==> src/hw/rtl/assert_macros.svh <==
// assertion macros shared by the rtl modules
`ifndef ASSERT_MACROS_SVH
`define ASSERT_MACROS_SVH

// same-cycle implication, checked on the rising edge of clk outside reset
`define ASSERT_IMPL(label, ante, cons, msg) \
  label: assert property (@(posedge clk) disable iff (rst) (ante) |-> (cons)) \
    else $error(msg);

// next-cycle implication, checked on the rising edge of clk outside reset
`define ASSERT_NEXT(label, ante, cons, msg) \
  label: assert property (@(posedge clk) disable iff (rst) (ante) |=> (cons)) \
    else $error(msg);

`endif

==> src/hw/rtl/hca_pkg.sv <==
// shared types and constants for the hypergraph cut accumulator
package hca_pkg;

  localparam logic [1:0] OP_WRITE = 2'd0;
  localparam logic [1:0] OP_PIN   = 2'd1;
  localparam logic [1:0] OP_CLEAR = 2'd2;

  localparam int PART_W   = 6;
  localparam int NPARTS   = 64;
  localparam int COUNT_W  = 7;
  localparam int WEIGHT_W = 31;
  localparam int TOTAL_W  = 63;
  localparam int PROD_W   = WEIGHT_W + PART_W;

  localparam logic [TOTAL_W-1:0] TOTAL_MAX = {TOTAL_W{1'b1}};

  typedef struct packed {
    logic valid;
    logic pin;
    logic clear;
    logic last;
    logic hit;
  } hca_ctl_t;

endpackage

==> src/hw/rtl/hca_accum.sv <==
// weight multiply, saturating total and result register
module hca_accum import hca_pkg::*; (
  input  logic                clk,
  input  logic                rst,
  input  logic                advance,
  input  hca_ctl_t            s2_ctl,
  input  logic [COUNT_W-1:0]  s2_count,
  input  logic [WEIGHT_W-1:0] s2_weight,
  output hca_ctl_t            s3_ctl,
  output logic                out_valid,
  input  logic                out_ready,
  output logic [TOTAL_W-1:0]  total_cut,
  output logic [COUNT_W-1:0]  parts_touched
);

  `include "assert_macros.svh"

  logic [PART_W-1:0]  count_m1;
  logic [PROD_W-1:0]  product;
  logic [PROD_W-1:0]  s3_product;
  logic [COUNT_W-1:0] s3_count;
  logic [TOTAL_W-1:0] running_total;
  logic [TOTAL_W-1:0] total_next;
  logic [TOTAL_W:0]   sum;
  logic               result_go;
  logic               clear_go;

  // count of one or zero adds nothing
  assign count_m1 = (s2_count > COUNT_W'(1)) ? PART_W'(s2_count - COUNT_W'(1)) : '0;
  assign product  = {{PART_W{1'b0}}, s2_weight} * {{WEIGHT_W{1'b0}}, count_m1};

  always_ff @(posedge clk) begin
    if (rst) begin
      s3_ctl <= '0;
    end else if (advance) begin
      s3_ctl <= s2_ctl;
    end
  end

  always_ff @(posedge clk) begin
    if (advance) begin
      s3_product <= product;
      s3_count   <= s2_count;
    end
  end

  assign result_go = advance && s3_ctl.valid && s3_ctl.pin && s3_ctl.last;
  assign clear_go  = advance && s3_ctl.valid && s3_ctl.clear;

  assign sum        = {1'b0, running_total} + (TOTAL_W + 1)'(s3_product);
  assign total_next = sum[TOTAL_W] ? TOTAL_MAX : sum[TOTAL_W-1:0];

  always_ff @(posedge clk) begin
    if (rst) begin
      running_total <= '0;
    end else if (clear_go) begin
      running_total <= '0;
    end else if (result_go) begin
      running_total <= total_next;
    end
  end

  always_ff @(posedge clk) begin
    if (rst) begin
      out_valid <= 1'b0;
    end else if (result_go) begin
      out_valid <= 1'b1;
    end else if (out_ready) begin
      out_valid <= 1'b0;
    end
  end

  always_ff @(posedge clk) begin
    if (result_go) begin
      total_cut     <= total_next;
      parts_touched <= s3_count;
    end
  end

  `ASSERT_NEXT(a_result_shown, result_go, out_valid && (total_cut == running_total),
               "finished net not shown at output")

endmodule

==> config.mk <==
export PLATFORM = sky130hd
export DESIGN_NAME = hca_accum
export DESIGN_NICKNAME = d
export VERILOG_FILES = /design/src/hw/rtl/hca_pkg.sv /design/src/hw/rtl/hca_accum.sv
export VERILOG_INCLUDE_DIRS = /design/src /design/src/hw/rtl
export SDC_FILE = /design/constraint.sdc
export NUM_CORES = 1
export LEC_CHECK = 0
export BUFFER_PORTS_ARGS = -buffer_cell sky130_fd_sc_hd__clkbuf_2
export CAP_MARGIN = 20
export CORE_UTILIZATION = 45
export CTS_BUF_LIST = sky130_fd_sc_hd__clkbuf_4 sky130_fd_sc_hd__clkbuf_8
export CTS_CLUSTER_DIAMETER = 100
export DETAILED_ROUTE_END_ITERATION = 6
export PLACE_DENSITY = 0.74
export SETUP_SLACK_MARGIN = 0.5
export SLEW_MARGIN = 20
export SYNTH_ARGS = -nofsm -noshare
export SYNTH_HDL_FRONTEND = slang
export SYNTH_SLANG_ARGS = --single-unit
==> constraint.sdc <==
create_clock -name clk -period 8.35 [get_ports clk]
set_clock_uncertainty 0.05 [all_clocks]
set_input_delay 1.67 -clock clk [delete_from_list [all_inputs] [get_ports clk]]
set_output_delay 1.67 -clock clk [all_outputs]
set_load 0.03 [all_outputs]
==> results.md, run 1 <==
- Critical path class: in -> reg
- Most common cell after layout, fill and taps aside: inv_1
- Worst setup path startpoint: s2_count[3]
- All-Layer GR Usage: 0.205
- EDFF count, synth: 114
- Worst-margin pin slew: 0.927 ns
- Dpl cell area: 0.0162 sq mm
- Reg clk slew, reported paths: 0.10 ns
- Critical Path RT: 8.55 ns
- Global-route wire length before repair: 56,900 microns
- Hold Vio Cnt, Final: 0
- Wire per inst: 15.8 microns
- Final Cell Area: 0.0166 sq mm
- CTS tree: done
- Initial Utilization: 0.462
- Setup TNS: 0 ns
- Max cap viols: 0
- R2r setup slk: 4.38 ns
- Detail Route Antenna Nets: 0
- CTS Buf Count: 17
- Die Width: 186 microns
- Max frequency: 141 MHz
- Root Buffer: clkbuf_8
- Final HPWL DP: 25,900 microns
- Peak supply drop: 0.116 mV
- FF-to-FF path depth: 11
- Setup crit end kind: flip-flop
- Port bufs: 122
- Routed WL: 34,000 microns
- I/O pin cnt: 123
- Fill cell instance count of the final layout: 3,073
- Synthesized flop and latch total: 183
- Hold Crit Class: reg -> reg
- CP arrival: 7.29 ns
- Sequential area share after synthesis: 0.316
- Die area: 0.0345 sq mm
- CTS sink cnt: 183
- Drt via density: 5.38
- # rows: 66
- Status: finished clean
- Pre-CTS WS: 0.649 ns
- RR Endpoint: running_total[15]
- Max-slew violations: 0
- Worst r2r src: s3_product[1]
- Cts hold-fix bufs: 0
- RSZ-0062 raised after global routing: false
- Depth of the CTS H-tree: 4
- Post-layout min period: 7.08 ns
- DR iter-0 viols: 753
- Setup crit start kind: input pin
- Area Overhead vs Synth: 9.14%
- Vias in the first global route: 11,600
- Core area: 0.0329 sq mm
- Post-CTS sizing: 0
- Chip Height: 186 microns
- Top FF cell, synth: edfxtp_1
- Critical Path End: s3_product[35]
- RePlAce Congestion: 0.921
- Pleak: 7.17 nW
- Syn Nets: 1,872
- Total power: 3.86 mW
- Peak fanout along the critical path: 31
- Congestion Overflow GR: 0
- Mapped cell area: 0.0152 sq mm
- Drt drc: 0
- Most frequent cells in the layout: inv_1 (171), and2_1 (154), nand2_1 (145)
- Final Setup Violations: 0
- Relative slew slack: 0.382
- Post-Syn Area per Cell: 9.36 sq um
- Post-synth ARST share: 0
- Initial antenna violation count: 0
- Via count of the routed design: 11,600
- Synth unique cells: 80
- Yosys warning count: 0
- DRT Pass-1 Iters: 6
- Worst setup margin: 1.27 ns
- Worst-Skew Late Latency: 0.49 ns
- Antenna cells: 0
- Crit share post-route: 0.848
- Fraction of layout instances using a drive strength above 1: 0.116
- Pwr per Cell Area: 233 mW/mm^2
- Synth Instances: 1,623
- Nets: 1,951
- Largest net degree at the start of global routing: 92
- Post-CTS setup buffer count: 0
- Max clock buf depth: 2
-- stage by stage --
stage	cells	utilization	hold WS, ns
after detailed placement	2125	0.492	0.358
final	2157	0.505	0.381
after global placement	2125	0.492	0.355
after CTS	2157	0.504	0.382
after global routing	2157	0.505	0.385
after floorplan	1623	-	0.350
-- final cells by class --
type	count	area, sq um	share of cell area
Timing Repair Buffer	134	701	0.0423
Clock buffer	17	234	0.0141
Clock inverter	15	183	0.0110
Tap cell	442	553	0.0333
Sequential cell	183	4800	0.290
Inverter	172	648	0.0391
Multi-Input combinational cell	1194	9460	0.570
-- registers in the layout, summed over array words and instances (netlist names) --
register and cells:
running_total 63, total_cut 63, s3_product 37, parts_touched 7
s3_count 7, s3_ctl 5, out_valid 1
-- logic make-up after synthesis --
logic type,share of synthesized area
adders and majority gates,0.225
DFF,0.316
buffers and inverters,0.0631
and+or+nand+nor,0.197
muxes,0.00469
xor gates and xnor gates,0.0507
AOI/OAI and AO/OA,0.144
-- layer usage --
| metal | up-vias | share of wire | track usage |
|---|---|---|---|
| met1 | 5517 | 0.48 | 0.283 |
| met4 | 0 | 0.014 | 0.0548 |
| met2 | 336 | 0.46 | 0.336 |
| met5 | - | 0 | 0 |
| li1 | 5696 | - | - |
| met3 | 47 | 0.050 | 0.0290 |
-- worst min-delay path by stage --
stage                           start               end  slack (ns)  depth (start not counted)
after global placement    s3_count[5]  parts_touched[5]        0.35                          0
after CTS                 s3_count[4]  parts_touched[4]        0.38                          0
after floorplan           s3_count[0]  parts_touched[0]        0.35                          0
after global routing      s3_count[4]  parts_touched[4]        0.39                          0
final                     s3_count[4]  parts_touched[4]        0.38                          0
after detailed placement  s3_count[4]  parts_touched[4]        0.36                          0
-- synth_stat cells, drive strengths merged, types with 5 or more instances --
library cell	count	area share
inv	172	0.042
and2	155	0.064
nand2	145	0.036
fa	118	0.16
edfxtp	114	0.23
a21oi	102	0.036
nor2	90	0.022
ha	84	0.069
o21ai	74	0.025
dfxtp	69	0.091
xnor2	56	0.032
clkbuf	54	0.013
nor2b	34	0.014
a31oi	32	0.013
xor2	32	0.018
nor3	31	0.012
and3	29	0.012
nand4	25	0.010
a21o	22	0.011
a311oi	22	0.014
nand3	21	0.0069
buf	20	0.0072
o21a	19	0.0094
nand2b	14	0.0058
o211ai	11	0.0067
a211oi	7	0.0035
mux2i	6	0.0040
nor3b	5	0.0046
-- report_power, final --
group          internal, mW  switching, mW
combinational         0.809           1.23
sequential             1.16         0.0489
clock                 0.253          0.361
total                  2.22           1.64
-- worst max-delay path, stage by stage --
cell      delay [ns]
clkbuf_2        0.12
nor3_1          0.22
o21ai_0         0.12
nor3_1          0.49
nor2_1          0.12
buf_4           0.25
and2_1          0.21
fa_1            0.46
fa_1            0.54
inv_1           0.06
fa_1            0.54
inv_1           0.05
ha_1            0.39
a21oi_1         0.16
o21ai_1         0.10
a311o_1         0.37
o311ai_1        0.51
a21oi_1         0.17
a31oi_1         0.35
o21ai_1         0.09
a21oi_1         0.18
xnor2_1         0.08
Power figures use the tool's default switching activity.
==> run 2, diff against run 1 <==
ABC_AREA = 1   (was not set)
PLACE_DENSITY = 0.73   (was 0.74)
clock period = 7.4 ns   (was 8.35 ns; I/O delays follow)
==> results.md, run 2 <==
- Status: finished, violations left
- Failing checks: DRC
- Via count of the routed design: 15,200
- Worst-Skew Late Latency: 0.51 ns
- Largest net degree at the start of global routing: 79
- Setup crit end kind: flip-flop
- Post-CTS setup buffer count: 0
- Critical path class: in -> reg
- Die Width: 196 microns
- Congestion Overflow GR: 0
- WP buf/inv: 4
- All-Layer GR Usage: 0.262
- Vias in the first global route: 15,300
- DRT Pass-1 Iters: 7
- Relative slew slack: 0.348
- Final Setup Violations: 0
- Syn Nets: 2,670
- # rows: 70
- I/O pin cnt: 123
- Die area: 0.0386 sq mm
- Worst r2r src: s3_product[6]
- Worst setup margin: 1.09 ns
- Worst-path cell chain: clkbuf_2 > nor2_1 > nand2_1 > nor2_1 > inv_1 > a2111o_1 > nand2_1 > nor2_1 > fa_1 > inv_1 > fa_1 > fa_1 > inv_1 > ha_1 > a21oi_1 > nand2_1 > nand2_1 > o211ai_1 > nand2_1 > nand2_1 > a21oi_1 > nor2_1 > o21ai_0 > nand2_1
- Post-synth ARST share: 0
- Most instantiated cells after synthesis: nand2_1 (579), inv_1 (537), nor2_1 (421)
- Wire per inst: 15.9 microns
- Pwr per Cell Area: 250 mW/mm^2
- Critical-path top delay cell: fa_1
- Hold path depth: 0
- Core area: 0.0369 sq mm
- EDFF count, synth: 114
- Detail Route Antenna Nets: 0
- CTS Buf Count: 17
- Peak supply drop: 0.124 mV
- R2r setup slk: 3.96 ns
- DR iter-0 viols: 1,087
- CP peak stage delay: 0.56 ns
- Cts hold-fix bufs: 0
- Most frequent cells in the layout: nand2_1 (579), inv_1 (537), nor2_1 (421)
- Dpl cell area: 0.0182 sq mm
- Max-slew violations: 0
- Top delay family on crit path: adder cells
- Hold EP: parts_touched[3]
- Final Cell Area: 0.0186 sq mm
- Initial antenna violation count: 0
- Max clock buf depth: 2
- Initial Utilization: 0.461
- Worst hold start: s3_count[3]
- Critical Path RT: 7.61 ns
- Depth of the CTS H-tree: 4
- Regs by FF count: running_total x63, total_cut x63, s3_product x37
- Drt via density: 4.97
- Global-route wire length before repair: 78,700 microns
- Drt drc: 1
- Top cell type's share of synthesized area: 0.201
- Top FF cell, synth: edfxtp_1
- Setup crit start kind: input pin
- Mapped cell area: 0.0170 sq mm
- Top post-synthesis cells by area: edfxtp_1 (20%), fa_1 (14%), nand2_1 (13%)
- Fraction of layout instances using a drive strength above 1: 0.0861
- Final Non-Filler Cells: 3,058
- Pleak: 10.0 nW
- Post-layout min period: 6.31 ns
- Worst-margin pin slew: 0.978 ns
- Synth Instances: 2,421
- Antenna cells: 0
- Port bufs: 122
- CTS sink cnt: 183
- Root Buffer: clkbuf_8
- RR Endpoint: running_total[20]
- Routed WL: 48,600 microns
- Placed insts: 3,026
- Post-synth top area cell: edfxtp_1
- Hold Vio Cnt, Final: 0
- CP arrival: 6.52 ns
- RSZ-0062 raised after global routing: false
- Post-CTS sizing: 0
- Most common cell in the synthesized netlist: nand2_1
- Crit share post-route: 0.852
- Post-Syn Area per Cell: 7.02 sq um
- Final HPWL DP: 40,400 microns
- Chip Height: 196 microns
- Hold Crit Class: reg -> reg
- Setup TNS: 0 ns
- Reg clk slew, reported paths: 0.12 ns
- FF-to-FF path depth: 15
- Area of the multi-input gates: 0.00998 sq mm
- Max frequency: 159 MHz
- Max cap viols: 0
- Peak fanout along the critical path: 16
- Pre-CTS WS: 0.572 ns
- CTS tree: done
- Synth unique cells: 43
- Area Overhead vs Synth: 9.61%
- Yosys warning count: 0
- Reg area: 0.00480 sq mm
- Fill cell instance count of the final layout: 3,749
- RePlAce Congestion: 0.931
- Sequential area share after synthesis: 0.283
- Nets: 2,790
- Most common cell on crit path: nand2_1
- Synthesized flop and latch total: 183
- Most common cell after layout, fill and taps aside: nand2_1
## run 2: changes by cell type after synthesis, moves of 34 or more
cell,previous run,this run
and2_1,154,1
nor2b_1,34,0
nor2_1,90,421
nand3_1,21,95
nand2_1,145,579
xnor2_1,56,13
inv_1,171,537
clkbuf_1,54,18
## run 2: final cells by class
| cell class | instances | area share |
|---|---|---|
| Clock buffer | 17 | 0.0126 |
| Timing Repair Buffer | 140 | 0.0414 |
| Multi-Input combinational cell | 1660 | 0.535 |
| Sequential cell | 183 | 0.258 |
| Tap cell | 504 | 0.0338 |
| Clock inverter | 15 | 0.0103 |
| Inverter | 539 | 0.109 |
## run 2: layer usage
layer  global-route usage  share of wire  up-vias
li1                     -              -     7626
met3               0.0269          0.048       90
met2                0.464           0.49      409
met5                    0              0        -
met1                0.321           0.42     7076
met4                0.116          0.042        0
## run 2: cell families after synthesis
kind of cell,after synthesis,synth area share
flip-flops,183,0.283
AND/OR/NAND/NOR,1203,0.295
adder cells (fa/ha/maj),202,0.201
XOR/XNOR,53,0.0273
AO/OA/AOI/OAI,202,0.0639
buffers and inverters,578,0.131
## run 2: worst reg2reg max path, delay by kind of cell (launching register included)
family | cells | cell delay, ns
simple gates | 10 | 2.06
buf+inv | 3 | 0.15
compound gates | 1 | 0.21
flops | 1 | 0.48
fa+ha+maj | 1 | 0.40
## run 2: power breakdown
part	total, mW	switching, mW	leakage [nW]	internal [mW]
logic	2.58	1.69	8.24	0.887
clock network	0.713	0.449	0.209	0.264
registers	1.37	0.0653	1.58	1.31
## run 2: worst max path at each step
stage	startpoint	end	slack (ns)	cells after the start
after global placement	s2_count[2]	s3_product[34]	0.60	22
after CTS	s2_count[2]	s3_product[35]	1.13	22
after global routing	s2_count[0]	s3_product[34]	0.67	22
after detailed placement	s2_count[2]	s3_product[35]	0.57	22
final	s2_count[2]	s3_product[26]	1.09	24
after floorplan	s2_count[2]	s3_product[35]	1.40	22
## run 2: per-stage QoR
| stage | hold slack [ns] | power (mW) | util |
|---|---|---|---|
| floorplan | 0.350 | 3.24 | - |
| global placement | 0.355 | 3.94 | 0.494 |
| detailed placement | 0.362 | 3.96 | 0.494 |
| CTS | 0.393 | 4.69 | 0.505 |
| global route | 0.406 | 5.08 | 0.505 |
| finish | 0.392 | 4.66 | 0.505 |
