$ cat src/hw/rtl/assert_macros.svh
// assertion macros shared by the rtl modules
`ifndef ASSERT_MACROS_SVH
`define ASSERT_MACROS_SVH

// same-cycle implication, checked on the rising edge of clk outside reset
`define ASSERT_IMPL(label, ante, cons, msg) \
  label: assert property (@(posedge clk) disable iff (rst) (ante) |-> (cons)) \
    else $error(msg);

// next-cycle implication, checked on the rising edge of clk outside reset
`define ASSERT_NEXT(label, ante, cons, msg) \
  label: assert property (@(posedge clk) disable iff (rst) (ante) |=> (cons)) \
    else $error(msg);

`endif

$ cat src/hw/rtl/hca_pkg.sv
// shared types and constants for the hypergraph cut accumulator
package hca_pkg;

  localparam logic [1:0] OP_WRITE = 2'd0;
  localparam logic [1:0] OP_PIN   = 2'd1;
  localparam logic [1:0] OP_CLEAR = 2'd2;

  localparam int PART_W   = 6;
  localparam int NPARTS   = 64;
  localparam int COUNT_W  = 7;
  localparam int WEIGHT_W = 31;
  localparam int TOTAL_W  = 63;
  localparam int PROD_W   = WEIGHT_W + PART_W;

  localparam logic [TOTAL_W-1:0] TOTAL_MAX = {TOTAL_W{1'b1}};

  typedef struct packed {
    logic valid;
    logic pin;
    logic clear;
    logic last;
    logic hit;
  } hca_ctl_t;

endpackage

$ cat src/hw/rtl/hca_touch.sv
// touched-part bitmap and distinct part count
module hca_touch import hca_pkg::*; (
  input  logic                clk,
  input  logic                rst,
  input  logic                advance,
  input  hca_ctl_t            s1_ctl,
  input  logic [PART_W-1:0]   s1_part,
  input  logic [WEIGHT_W-1:0] s1_weight,
  output hca_ctl_t            s2_ctl,
  output logic [COUNT_W-1:0]  s2_count,
  output logic [WEIGHT_W-1:0] s2_weight
);

  `include "assert_macros.svh"

  function automatic logic [COUNT_W-1:0] popcount64(input logic [NPARTS-1:0] v);
    logic [3:0]         byte_sum;
    logic [COUNT_W-1:0] sum;
    sum = '0;
    for (int b = 0; b < NPARTS / 8; b++) begin
      byte_sum = '0;
      for (int i = 0; i < 8; i++) begin
        byte_sum = byte_sum + 4'(v[b*8 + i]);
      end
      sum = sum + COUNT_W'(byte_sum);
    end
    return sum;
  endfunction

  logic [NPARTS-1:0] touched;
  logic [NPARTS-1:0] touched_next;
  logic              pin_go;

  assign pin_go = advance && s1_ctl.valid && s1_ctl.pin;

  always_comb begin
    touched_next = touched;
    if (s1_ctl.hit) begin
      touched_next = touched | (NPARTS'(1) << s1_part);
    end
  end

  always_ff @(posedge clk) begin
    if (rst) begin
      touched <= '0;
    end else if (pin_go) begin
      touched <= s1_ctl.last ? '0 : touched_next;
    end
  end

  always_ff @(posedge clk) begin
    if (rst) begin
      s2_ctl <= '0;
    end else if (advance) begin
      s2_ctl <= s1_ctl;
    end
  end

  always_ff @(posedge clk) begin
    if (advance) begin
      s2_count  <= popcount64(touched_next);
      s2_weight <= s1_weight;
    end
  end

  `ASSERT_NEXT(a_bitmap_cleared, pin_go && s1_ctl.last, touched == '0,
               "bitmap not cleared after last pin")
  `ASSERT_IMPL(a_count_range, s2_ctl.valid, s2_count <= COUNT_W'(NPARTS),
               "part count out of range")

endmodule

$ cat config.mk
export PLATFORM = sky130hd
export DESIGN_NAME = hca_touch
export DESIGN_NICKNAME = d
export VERILOG_FILES = /design/src/hw/rtl/hca_pkg.sv /design/src/hw/rtl/hca_touch.sv
export VERILOG_INCLUDE_DIRS = /design/src /design/src/hw/rtl
export SDC_FILE = /design/constraint.sdc
export NUM_CORES = 1
export LEC_CHECK = 0
export BUFFER_PORTS_ARGS = -buffer_cell sky130_fd_sc_hd__buf_4
export CAP_MARGIN = 20
export CORE_ASPECT_RATIO = 1.5
export CORE_UTILIZATION = 50
export CTS_CLUSTER_DIAMETER = 60
export DETAILED_ROUTE_END_ITERATION = 7
export HOLD_SLACK_MARGIN = 0.05
export PLACE_DENSITY = 0.72
export REMOVE_ABC_BUFFERS = 1
export SYNTH_ARGS = -nofsm -noshare
export SYNTH_HDL_FRONTEND = slang
export SYNTH_SLANG_ARGS = --single-unit
$ cat constraint.sdc
create_clock -name clk -period 20.7 [get_ports clk]
set_clock_uncertainty 0.05 [all_clocks]
set_input_delay 3.105 -clock clk [delete_from_list [all_inputs] [get_ports clk]]
set_output_delay 3.105 -clock clk [all_outputs]
set_load 0.02 [all_outputs]
==> run metrics, run 1 <==
Initial Util roughly half; Diodes inserted 0; gr ovfl total 0; detailed-route DRC error count 0; remaining antenna violation count 0; status complete, no violations; Synth cell types 41; initial antenna violation count 0; crit path kind input pin to flip-flop; pin count of the biggest net entering global routing 65; crit-path max FO 16; CP cell instances buf_4, nor4b_2, a21oi_1, fa_1, inv_1, fa_1, inv_1, fa_1, inv_1, fa_1, fa_1, fa_1, inv_1, fa_1, fa_1, inv_1, ha_1, fa_1, a211o_1, a21oi_1, o21bai_1; CTS tree built; Rel. slew slack a little over two fifths; most frequent cell on the critical path fa_1; post-DP HPWL ~9200 um; Worst VDD drop between 0.04 and 0.05 mV; row count 48; Synth Register Bits 107; leak pwr 3.09 nW; Die X between 90 and 100 um; Synth area leaders dfxtp_1, edfxtp_1, fa_1, inv_1, a21oi_1; final core occ roughly three fifths; total wire length between 10,000 and 15,000 um; Die H roughly 140 um; Layout area overhead 17.5%; commonest non-fill, non-tap cells in the layout inv_1, buf_4, a21oi_1; Setup crit end kind flip-flop; RSZ-0062 raised after global routing no; CTS root buf clkbuf_16; Least-Margin Pin Slew about 840 ps; total track usage a little over a fifth; Setup Fix Bufs, Post-CTS 0; Reg area around 0.0025 mm2; Setup violations, final 0; Starting DRT DRC Count about 260; die area around 0.012 mm2; clock-pin slew on the worst setup and hold paths 70 ps; post-synth top area cell dfxtp_1; # H-tree levels 3; synthesized area per cell about 10 um2; post-cts resize count 0; clk buf depth 2; fin crit share 46.5%; number of global-route vias before repair ~4,200; CTS sink count about 110; global-route wire length before repair approximately 20,000 um; RePlAce Congestion 0.847; number of vias per cell between 5 and 6; area of the multi-input gates roughly 0.0029 mm2; Max-Cap Viols 0; Hold Path Class flip-flop to flip-flop; fmax around 100 MHz; Worst Setup Start Kind input pin; core footprint roughly 0.012 mm2; CP max stage delay roughly 620 ps; crit path max-delay cell type nor4b_2; port buffer count 87; # IOs 88; YS warnings 0; area of the mapped netlist 0.00599 mm2; Syn Inst Count 617; most common cell after layout, fill and taps aside inv_1; FILL cells 937; Fin. Hold Viols 0; layout cells sized above 1 roughly 17%; Pwr per Cell Area around 64 mW/mm2; crit path time final roughly 9600 ps; Num CTS Buffers 9; Yosys top cell area share 23.0%; crit path DAT 9670 ps; DR pass1 iterations 5; WL per Instance around 15 um; register area share after synthesis between 40% and 50%; nets@finish 799; Fin Setup TNS 0 ps; worst-skew pair later-pin latency about 350 ps; Final Slew Violations 0; Crit path required time slightly above 20,000 ps; count of hold-fix buffers inserted at cts 0; total number of vias 4,382
==> layout make-up <==
cell class / instances / share of cell area, %
multi-input combinational: 351 / 40.8
sequential: 107 / 35.8
timing repair buffer: 92 / 9.80
inverter: 124 / 6.61
clock buffer: 13 / 3.69
tap: 150 / 2.66
clock inverter: 3 / 0.657
==> cells in the mapped netlist (all sizes together) <==
| library cell | instances |
|---|---|
| a2111oi | 1 |
| a211o | 1 |
| a211oi | 2 |
| a21o | 12 |
| a21oi | 87 |
| a41oi | 1 |
| and3 | 1 |
| and3b | 1 |
| and4 | 2 |
| and4b | 4 |
| and4bb | 4 |
| buf | 6 |
| clkbuf | 29 |
| dfxtp | 69 |
| edfxtp | 38 |
| fa | 54 |
| ha | 15 |
| inv | 124 |
| mux2i | 5 |
| nand2 | 69 |
| nand3 | 1 |
| nand3b | 3 |
| nor2 | 7 |
| nor3b | 1 |
| nor4 | 1 |
| nor4b | 5 |
| nor4bb | 2 |
| o211a | 1 |
| o21a | 1 |
| o21ai | 65 |
| o21bai | 1 |
| o31ai | 1 |
| or3b | 1 |
| xnor2 | 1 |
| xor2 | 1 |
==> through the flow <==
stage	hold WS, ps	cells	power [W]	setup WS (ps)	cell area (um2)
4_1_cts	411	840	0.000455	11050	7050
3_3_place_gp	394	824	0.000280	10770	6740
5_1_grt	422	840	0.000467	10750	7050
3_5_place_dp	399	824	0.000281	10690	6740
6_report	409	840	0.000452	11080	7050
2_1_floorplan	385	582	0.000255	11260	5840
==> sequential cells by signal, summed over array words and instances (netlist names) <==
register	flops
s2_weight	31
s2_ctl	5
touched	64
s2_count	7
==> final timing paths <==
kind | startpoint | endpoint | slack, ps | cells after the start
setup reg to reg | touched[27] | s2_count[6] | 14250 | 19
hold reg to reg | touched[9] | touched[9] | 410 | 2
hold / removal | touched[9] | touched[9] | 410 | 2
setup / recovery | s1_part[4] | s2_count[6] | 11080 | 21
==> cells by family (layout without fill, tap and decap cells) <==
family | after synthesis | after routing | share of synthesized area [%]
flops | 107 | 107 | 42.1
mux | 5 | 5 | 0.835
simple gates | 102 | 102 | 9.79
fa+ha+maj | 69 | 69 | 21.2
xor+xnor | 2 | 2 | 0.292
compound gates | 173 | 173 | 15.6
buf+inv | 159 | 232 | 10.3
==> critical path: cells and delay by family <==
kind	cells	cell delay (ps)
and+or+nand+nor	1	620
AOI/OAI and AO/OA	4	710
adders and majority gates	10	4780
buffers and inverters	6	420
==> report_power, final <==
| part | total, W | switching, W | internal, W |
|---|---|---|---|
| Combinational | 0.0000495 | 0.0000288 | 0.0000207 |
| Sequential | 0.000227 | 0.00000180 | 0.000225 |
| Clock | 0.000176 | 0.0000752 | 0.000101 |
| Total | 0.000452 | 0.000106 | 0.000347 |
==> routing by layer <==
| metal | GRT usage (%) | vias to the layer above | part of all wire, % |
|---|---|---|---|
| li1 | - | 2133 | - |
| met1 | 25.7 | 2056 | 40 |
| met2 | 36.8 | 157 | 50 |
| met3 | 2.74 | 36 | 5.3 |
| met4 | 13.1 | 0 | 4.5 |
| met5 | 0 | - | 0 |
(Power assumes the default switching activity.)
==> run 2, diff against run 1 <==
--- a/config.mk
+++ b/config.mk
@@ -6,6 +6,7 @@
 export SDC_FILE = /design/constraint.sdc
 export NUM_CORES = 1
 export LEC_CHECK = 0
+export ABC_AREA = 1
 export BUFFER_PORTS_ARGS = -buffer_cell sky130_fd_sc_hd__buf_4
 export CAP_MARGIN = 20
 export CORE_ASPECT_RATIO = 1.5
==> constraint.sdc (replaced) <==
create_clock -name clk -period 9.8 [get_ports clk]
set_clock_uncertainty 0.05 [all_clocks]
set_input_delay 1.47 -clock clk [delete_from_list [all_inputs] [get_ports clk]]
set_output_delay 1.47 -clock clk [all_outputs]
set_load 0.02 [all_outputs]
==> run metrics, run 2 <==
count of hold-fix buffers inserted at cts 0 (unchanged); post-DP HPWL 9960 um (+7.7%); crit-path max FO 29 (+13); Hold Path Class flip-flop to flip-flop; Pwr per Cell Area 126 mW/mm2 (+96%); area of the mapped netlist 0.00675 mm2 (+13%); Async S/R FF share, synth 0% (unchanged); crit path DAT 8120 ps (-1550 ps); # H-tree levels 3 (unchanged); crit path kind input pin to flip-flop; Synth area leaders dfxtp_1, edfxtp_1, fa_1, nand2_1, inv_1; crit path time final 8070 ps; post-cts resize count 0 (unchanged); Fin. Hold Viols 0 (unchanged); leak pwr 3.68 nW (+19%); YS warnings 0 (unchanged); Internal 0.000717 W (+110%); Die X 96.9 um (+6.0%); fin crit share around 82%; Syn Inst Count 802 (+30%); global-route wire length before repair 23,700 um (+16%); Net Switching 0.000244 W (+130%); CTS tree built; Num CTS Buffers 9 (unchanged); Starting DRT DRC Count 306 (+20%); gr ovfl total 0 (unchanged); nets@finish 980 (+23%); commonest non-fill, non-tap cells in the layout nand2_1, inv_1, buf_4; row count 51 (+6.3%); port buffer count 87 (unchanged); top cells by count, synth nand2_1, inv_1, dfxtp_1; sequential share of power 49.8% (-0.3 points); WL per Instance 13.7 um (-10%); remaining antenna violation count 0 (unchanged); layout cells sized above 1 18.7% (+1.5 points); register area share after synthesis 37.3% (-4.7 points); Rel. slew slack 31.1% (-12 points); Setup violations, final 0 (unchanged); Final Slew Violations 0 (unchanged); number of vias per cell 5.03 (-3.6%); worst-skew pair later-pin latency 350 ps (about the same); Least-Margin Pin Slew 1030 ps (+186 ps); total wire length 14,100 um (+10%); Hold WS 419 ps (+9.48 ps); Initial Util 51.6% (-0.086 points); die area 0.0140 mm2 (+12%); max reg flops 64 (unchanged); Clk pwr share 38.3% (-0.7 points); top-count cell post-synth nand2_1; final core occ 58.4% (-2.4 points); Largest Register touched; Fin Setup TNS 0 ps (unchanged); Worst Setup Start Kind input pin; Diodes inserted 0 (unchanged); most common cell after layout, fill and taps aside nand2_1; clk buf depth 2 (unchanged); DR pass1 iterations 5 (unchanged); fmax between 100 and 150 MHz; Max-Cap Viols 0 (unchanged); Top Registers touched x64, s2_weight x31, s2_count x7; RSZ-0062 raised after global routing no; Die H 144 um (+6.1%); Setup Fix Bufs, Post-CTS 0 (unchanged); switch share 25.4% (+2.0 points); Yosys top cell area share 20.5% (-2.6 points); final instance area 0.00763 mm2 (+8.3%); Layout area overhead 13.0%; Synth Register Bits 107 (unchanged); # IOs 88 (unchanged); detailed-route DRC error count 0 (unchanged); CTS root buf clkbuf_16; combinational power share 11.9% (+1.0 points); placed cell area 0.00733 mm2 (+8.8%); core footprint 0.0131 mm2 (+13%); total track usage 21.3% (-0.19 points); Synth Flop Type dfxtp_1; clock-pin slew on the worst setup and hold paths 80 ps (about the same); CTS sink count 107 (unchanged); Crit path required time 9850 ps (-10,900 ps); synthesized area per cell 8.42 um2 (-13%); Worst VDD drop 0.0704 mV (+58%); number of global-route vias before repair 4,980 (+18%); post-synth top area cell dfxtp_1; Synth cell types 30 (-27%); EDFF count, synth 38 (unchanged); total number of vias 5,179 (+18%); pin count of the biggest net entering global routing 65 (unchanged); RePlAce Congestion 0.810 (-4.4%); Setup crit end kind flip-flop; status complete, no violations; initial antenna violation count 0 (unchanged)
run 2: changes by cell type in the layout (fill, tap and decap cells not counted), moves of 16 or more:
| cell | previous run | this run |
|---|---|---|
| nand2_1 | 69 | 249 |
| a21oi_1 | 87 | 11 |
| o21ai_0 | 65 | 4 |
| nor2_1 | 7 | 61 |
| nand4_1 | 0 | 42 |
| a21oi_2 | 0 | 40 |
| nand3_1 | 1 | 18 |
| inv_1 | 124 | 140 |
run 2: worst max-delay path: stages:
cell and delay, ps:
buf_4 210, inv_1 720, nand4_1 260, nand2_1 170, fa_1 460, fa_1 550, inv_1 60, fa_1 530
inv_1 50, fa_1 480, fa_1 520, fa_1 540, inv_1 50, fa_1 510, fa_1 540, inv_1 40
ha_1 230, fa_1 430, nand2_1 90, nand2_1 60, xor2_1 140
run 2: final timing paths:
path,from,to,slack [ps],cells after the start
hold reg to reg,s2_ctl[4],s2_ctl[4],420,2
setup reg to reg,touched[27],s2_count[4],3640,19
hold / removal,s2_ctl[4],s2_ctl[4],420,2
setup / recovery,s1_part[4],s2_count[4],1730,21
run 2: kinds of logic (layout without fill, tap and decap cells):
logic type | count (synthesis) | in the layout | synth area share [%]
AND/OR/NAND/NOR | 386 | 386 | 24.7
adder cells (fa/ha/maj) | 69 | 69 | 18.8
XOR/XNOR | 3 | 3 | 0.389
flip-flops | 107 | 107 | 37.3
AO/OA/AOI/OAI | 57 | 57 | 6.50
buffers and inverters | 180 | 249 | 12.2
run 2: layout make-up:
class,instances,area (um2)
clock buffer,10,229
multi-input combinational,515,3400
sequential,107,2520
tap,159,199
fill,1193,5450
timing repair buffer,88,661
clock inverter,6,72.6
inverter,145,546
run 2: routing by layer:
layer | up-vias | GRT usage (%) | part of all wire, %
met3 | 31 | 3.38 | 4.1
met4 | 0 | 9.51 | 3.2
met1 | 2401 | 24.7 | 41
met5 | - | 0 | 0
li1 | 2597 | - | -
met2 | 150 | 38.7 | 52
run 2: power groups by stage:
| stage | clock (W) | sequential, W | combinational [W] |
|---|---|---|---|
| after CTS | 0.000379 | 0.000479 | 0.000116 |
| final | 0.000368 | 0.000478 | 0.000114 |
| after floorplan | 0 | 0.000507 | 0.0000395 |
| after global routing | 0.000396 | 0.000479 | 0.000125 |
| after detailed placement | 0 | 0.000489 | 0.000115 |
| after global placement | 0 | 0.000488 | 0.000114 |
run 2: metrics by stage:
| stage | setup slack (ps) | instances | power (W) |
|---|---|---|---|
| 2_1_floorplan | 2120 | 767 | 0.000547 |
| 3_3_place_gp | 1450 | 1014 | 0.000602 |
| 3_5_place_dp | 1390 | 1014 | 0.000604 |
| 4_1_cts | 1740 | 1030 | 0.000973 |
| 5_1_grt | 1410 | 1030 | 0.00100 |
| 6_report | 1730 | 1030 | 0.000961 |
==> run 3, diff against run 2 <==
--- a/config.mk
+++ b/config.mk
@@ -14,7 +14,7 @@
 export CTS_CLUSTER_DIAMETER = 60
 export DETAILED_ROUTE_END_ITERATION = 7
 export HOLD_SLACK_MARGIN = 0.05
-export PLACE_DENSITY = 0.72
+export PLACE_DENSITY = 0.74
 export REMOVE_ABC_BUFFERS = 1
 export SYNTH_ARGS = -nofsm -noshare
 export SYNTH_HDL_FRONTEND = slang
==> constraint.sdc (replaced) <==
create_clock -name clk -period 6.8 [get_ports clk]
set_clock_uncertainty 0.05 [all_clocks]
set_input_delay 1.02 -clock clk [delete_from_list [all_inputs] [get_ports clk]]
set_output_delay 1.02 -clock clk [all_outputs]
set_load 0.02 [all_outputs]
==> run metrics, run 3 (synthesis results as in run 2) <==
status complete, no violations; Setup violations, final 0 (unchanged); Clk pwr share 36.6% (-1.7 points); crit path max-delay cell type fa_1; Largest Register touched; DR pass1 iterations 5 (unchanged); Worst Setup Start Kind input pin; Fin. Hold Viols 0 (unchanged); Net Switching 0.000385 W (+58%); die area 0.0140 mm2 (unchanged); clk buf depth 2 (unchanged); Initial Util 51.6% (unchanged); Starting DRT DRC Count 226 (-26%); setup ws final 30.5 ps (-1700 ps); core footprint 0.0131 mm2 (unchanged); Pwr per Cell Area 158 mW/mm2 (+26%); Internal 0.00103 W (+43%); CTS tree built; # H-tree levels 3 (unchanged); Hold Path Class flip-flop to flip-flop; WL per Instance 14.7 um (+7.5%); worst-skew pair later-pin latency 360 ps (about the same); pre-CTS WS -618 ps (-2010 ps); leak pwr 4.32 nW (+17%); combinational power share 14.6% (+2.7 points); clock-pin slew on the worst setup and hold paths 80 ps (about the same); CTS sink count 107 (unchanged); commonest non-fill, non-tap cells in the layout nand2_1, buf_4, inv_1; detailed-route DRC error count 0 (unchanged); number of vias per cell 5.03 (about the same); fin crit share approximately 100%; Rel. slew slack 30.6% (-0.51 points); gr ovfl total 0 (unchanged); Layout area overhead 31.8%; final core occ 68.0% (+9.7 points); Fin Setup TNS 0 ps (unchanged); # IOs 88 (unchanged); switch share 27.3% (+1.9 points); count of hold-fix buffers inserted at cts 0 (unchanged); Max-Cap Viols 0 (unchanged); number of global-route vias before repair 5,699 (+14%); RePlAce Congestion 0.836 (+3.2%); Setup crit end kind flip-flop; total wire length 17,200 um (+22%); total number of vias 5,893 (+14%); port buffer count 87 (unchanged); CP max stage delay 550 ps (-170 ps); Final Slew Violations 0 (unchanged); Crit path required time 6860 ps (-2990 ps); Num CTS Buffers 9 (unchanged); layout cells sized above 1 33.0% (+14 points); Die H 144 um (unchanged); pin count of the biggest net entering global routing 66 (+1.5%); Worst VDD drop 0.121 mV (+71%); initial antenna violation count 0 (unchanged); CP startpoint s1_part[1]; post-DP HPWL 10,900 um (+9.5%); placed cell area 0.00799 mm2 (+8.9%); max reg flops 64 (unchanged); Top Registers touched x64, s2_weight x31, s2_count x7; RSZ-0062 raised after global routing yes; CTS root buf clkbuf_16; sequential share of power 48.9% (-0.9 points); crit path kind input pin to flip-flop; crit path time final 6770 ps; Die X 96.9 um (unchanged); row count 51 (unchanged); remaining antenna violation count 0 (unchanged); total track usage 24.9% (+3.6 points); RR Startpoint touched[53]; crit path DAT 6830 ps (-1290 ps); crit-path max FO 3 (-90%); Hold Startpoint s2_ctl[4]; most common cell after layout, fill and taps aside nand2_1; final instance area 0.00890 mm2 (+17%); global-route wire length before repair 27,400 um (+15%); fmax approximately 150 MHz; nets@finish 1,121 (+14%); Diodes inserted 0 (unchanged); most frequent cell on the critical path fa_1; Least-Margin Pin Slew 1040 ps (+7.62 ps)
==> run 3: stage by stage <==
stage	std cells	hold WS, ps	power [W]
after floorplan	767	395	0.000788
after global placement	1098	400	0.000885
after detailed placement	1098	412	0.000889
after CTS	1163	424	0.00141
after global routing	1171	445	0.00146
final	1171	417	0.00141
==> run 3: area by class of cell <==
type | instances | area [um2]
multi-input cells | 515 | 3510
clock buffers | 9 | 225
well taps | 159 | 199
clock inverters | 7 | 61.3
repair buffers | 229 | 1820
flip-flops and latches | 107 | 2520
inverters | 145 | 563
fillers | 1013 | 4180
==> run 3: critical path, delay by kind of cell <==
| kind | cells | cell delay (ps) |
|---|---|---|
| simple gates | 6 | 530 |
| buf+inv | 9 | 540 |
| fa+ha+maj | 10 | 4590 |
| xor+xnor | 1 | 140 |
==> run 3: what timing repair did <==
item | in CTS | in global routing
setup buffers | 49 | 12
pin swaps | 15 | 39
resized for setup | 11 | 53
endpoints found under the setup margin | 5 | 7
==> run 3: power groups by stage <==
stage	logic (W)	registers, W	clock network [W]
floorplan	0.0000569	0.000731	0
global placement	0.000182	0.000704	0
detailed placement	0.000185	0.000704	0
CTS	0.000191	0.000690	0.000525
global route	0.000220	0.000691	0.000548
finish	0.000205	0.000689	0.000516
==> run 3: worst paths after layout <==
kind | to | slack, ps | cells past startpoint
hold / removal | s2_ctl[4] | 420 | 2
hold reg to reg | s2_ctl[4] | 420 | 2
setup reg to reg | s2_count[4] | 910 | 21
setup / recovery | s2_count[4] | 30 | 26
==> run 3: per-layer routing <==
layer  GRT usage (%)  share of wire, %  wire length, um  vias up
met5               0                 0                0        -
met4            17.4               6.1             1050        0
met3            4.49               5.5              940       67
met2            44.8                51             8780      214
met1            26.5                38             6470     2732
li1                -                 -                -     2880
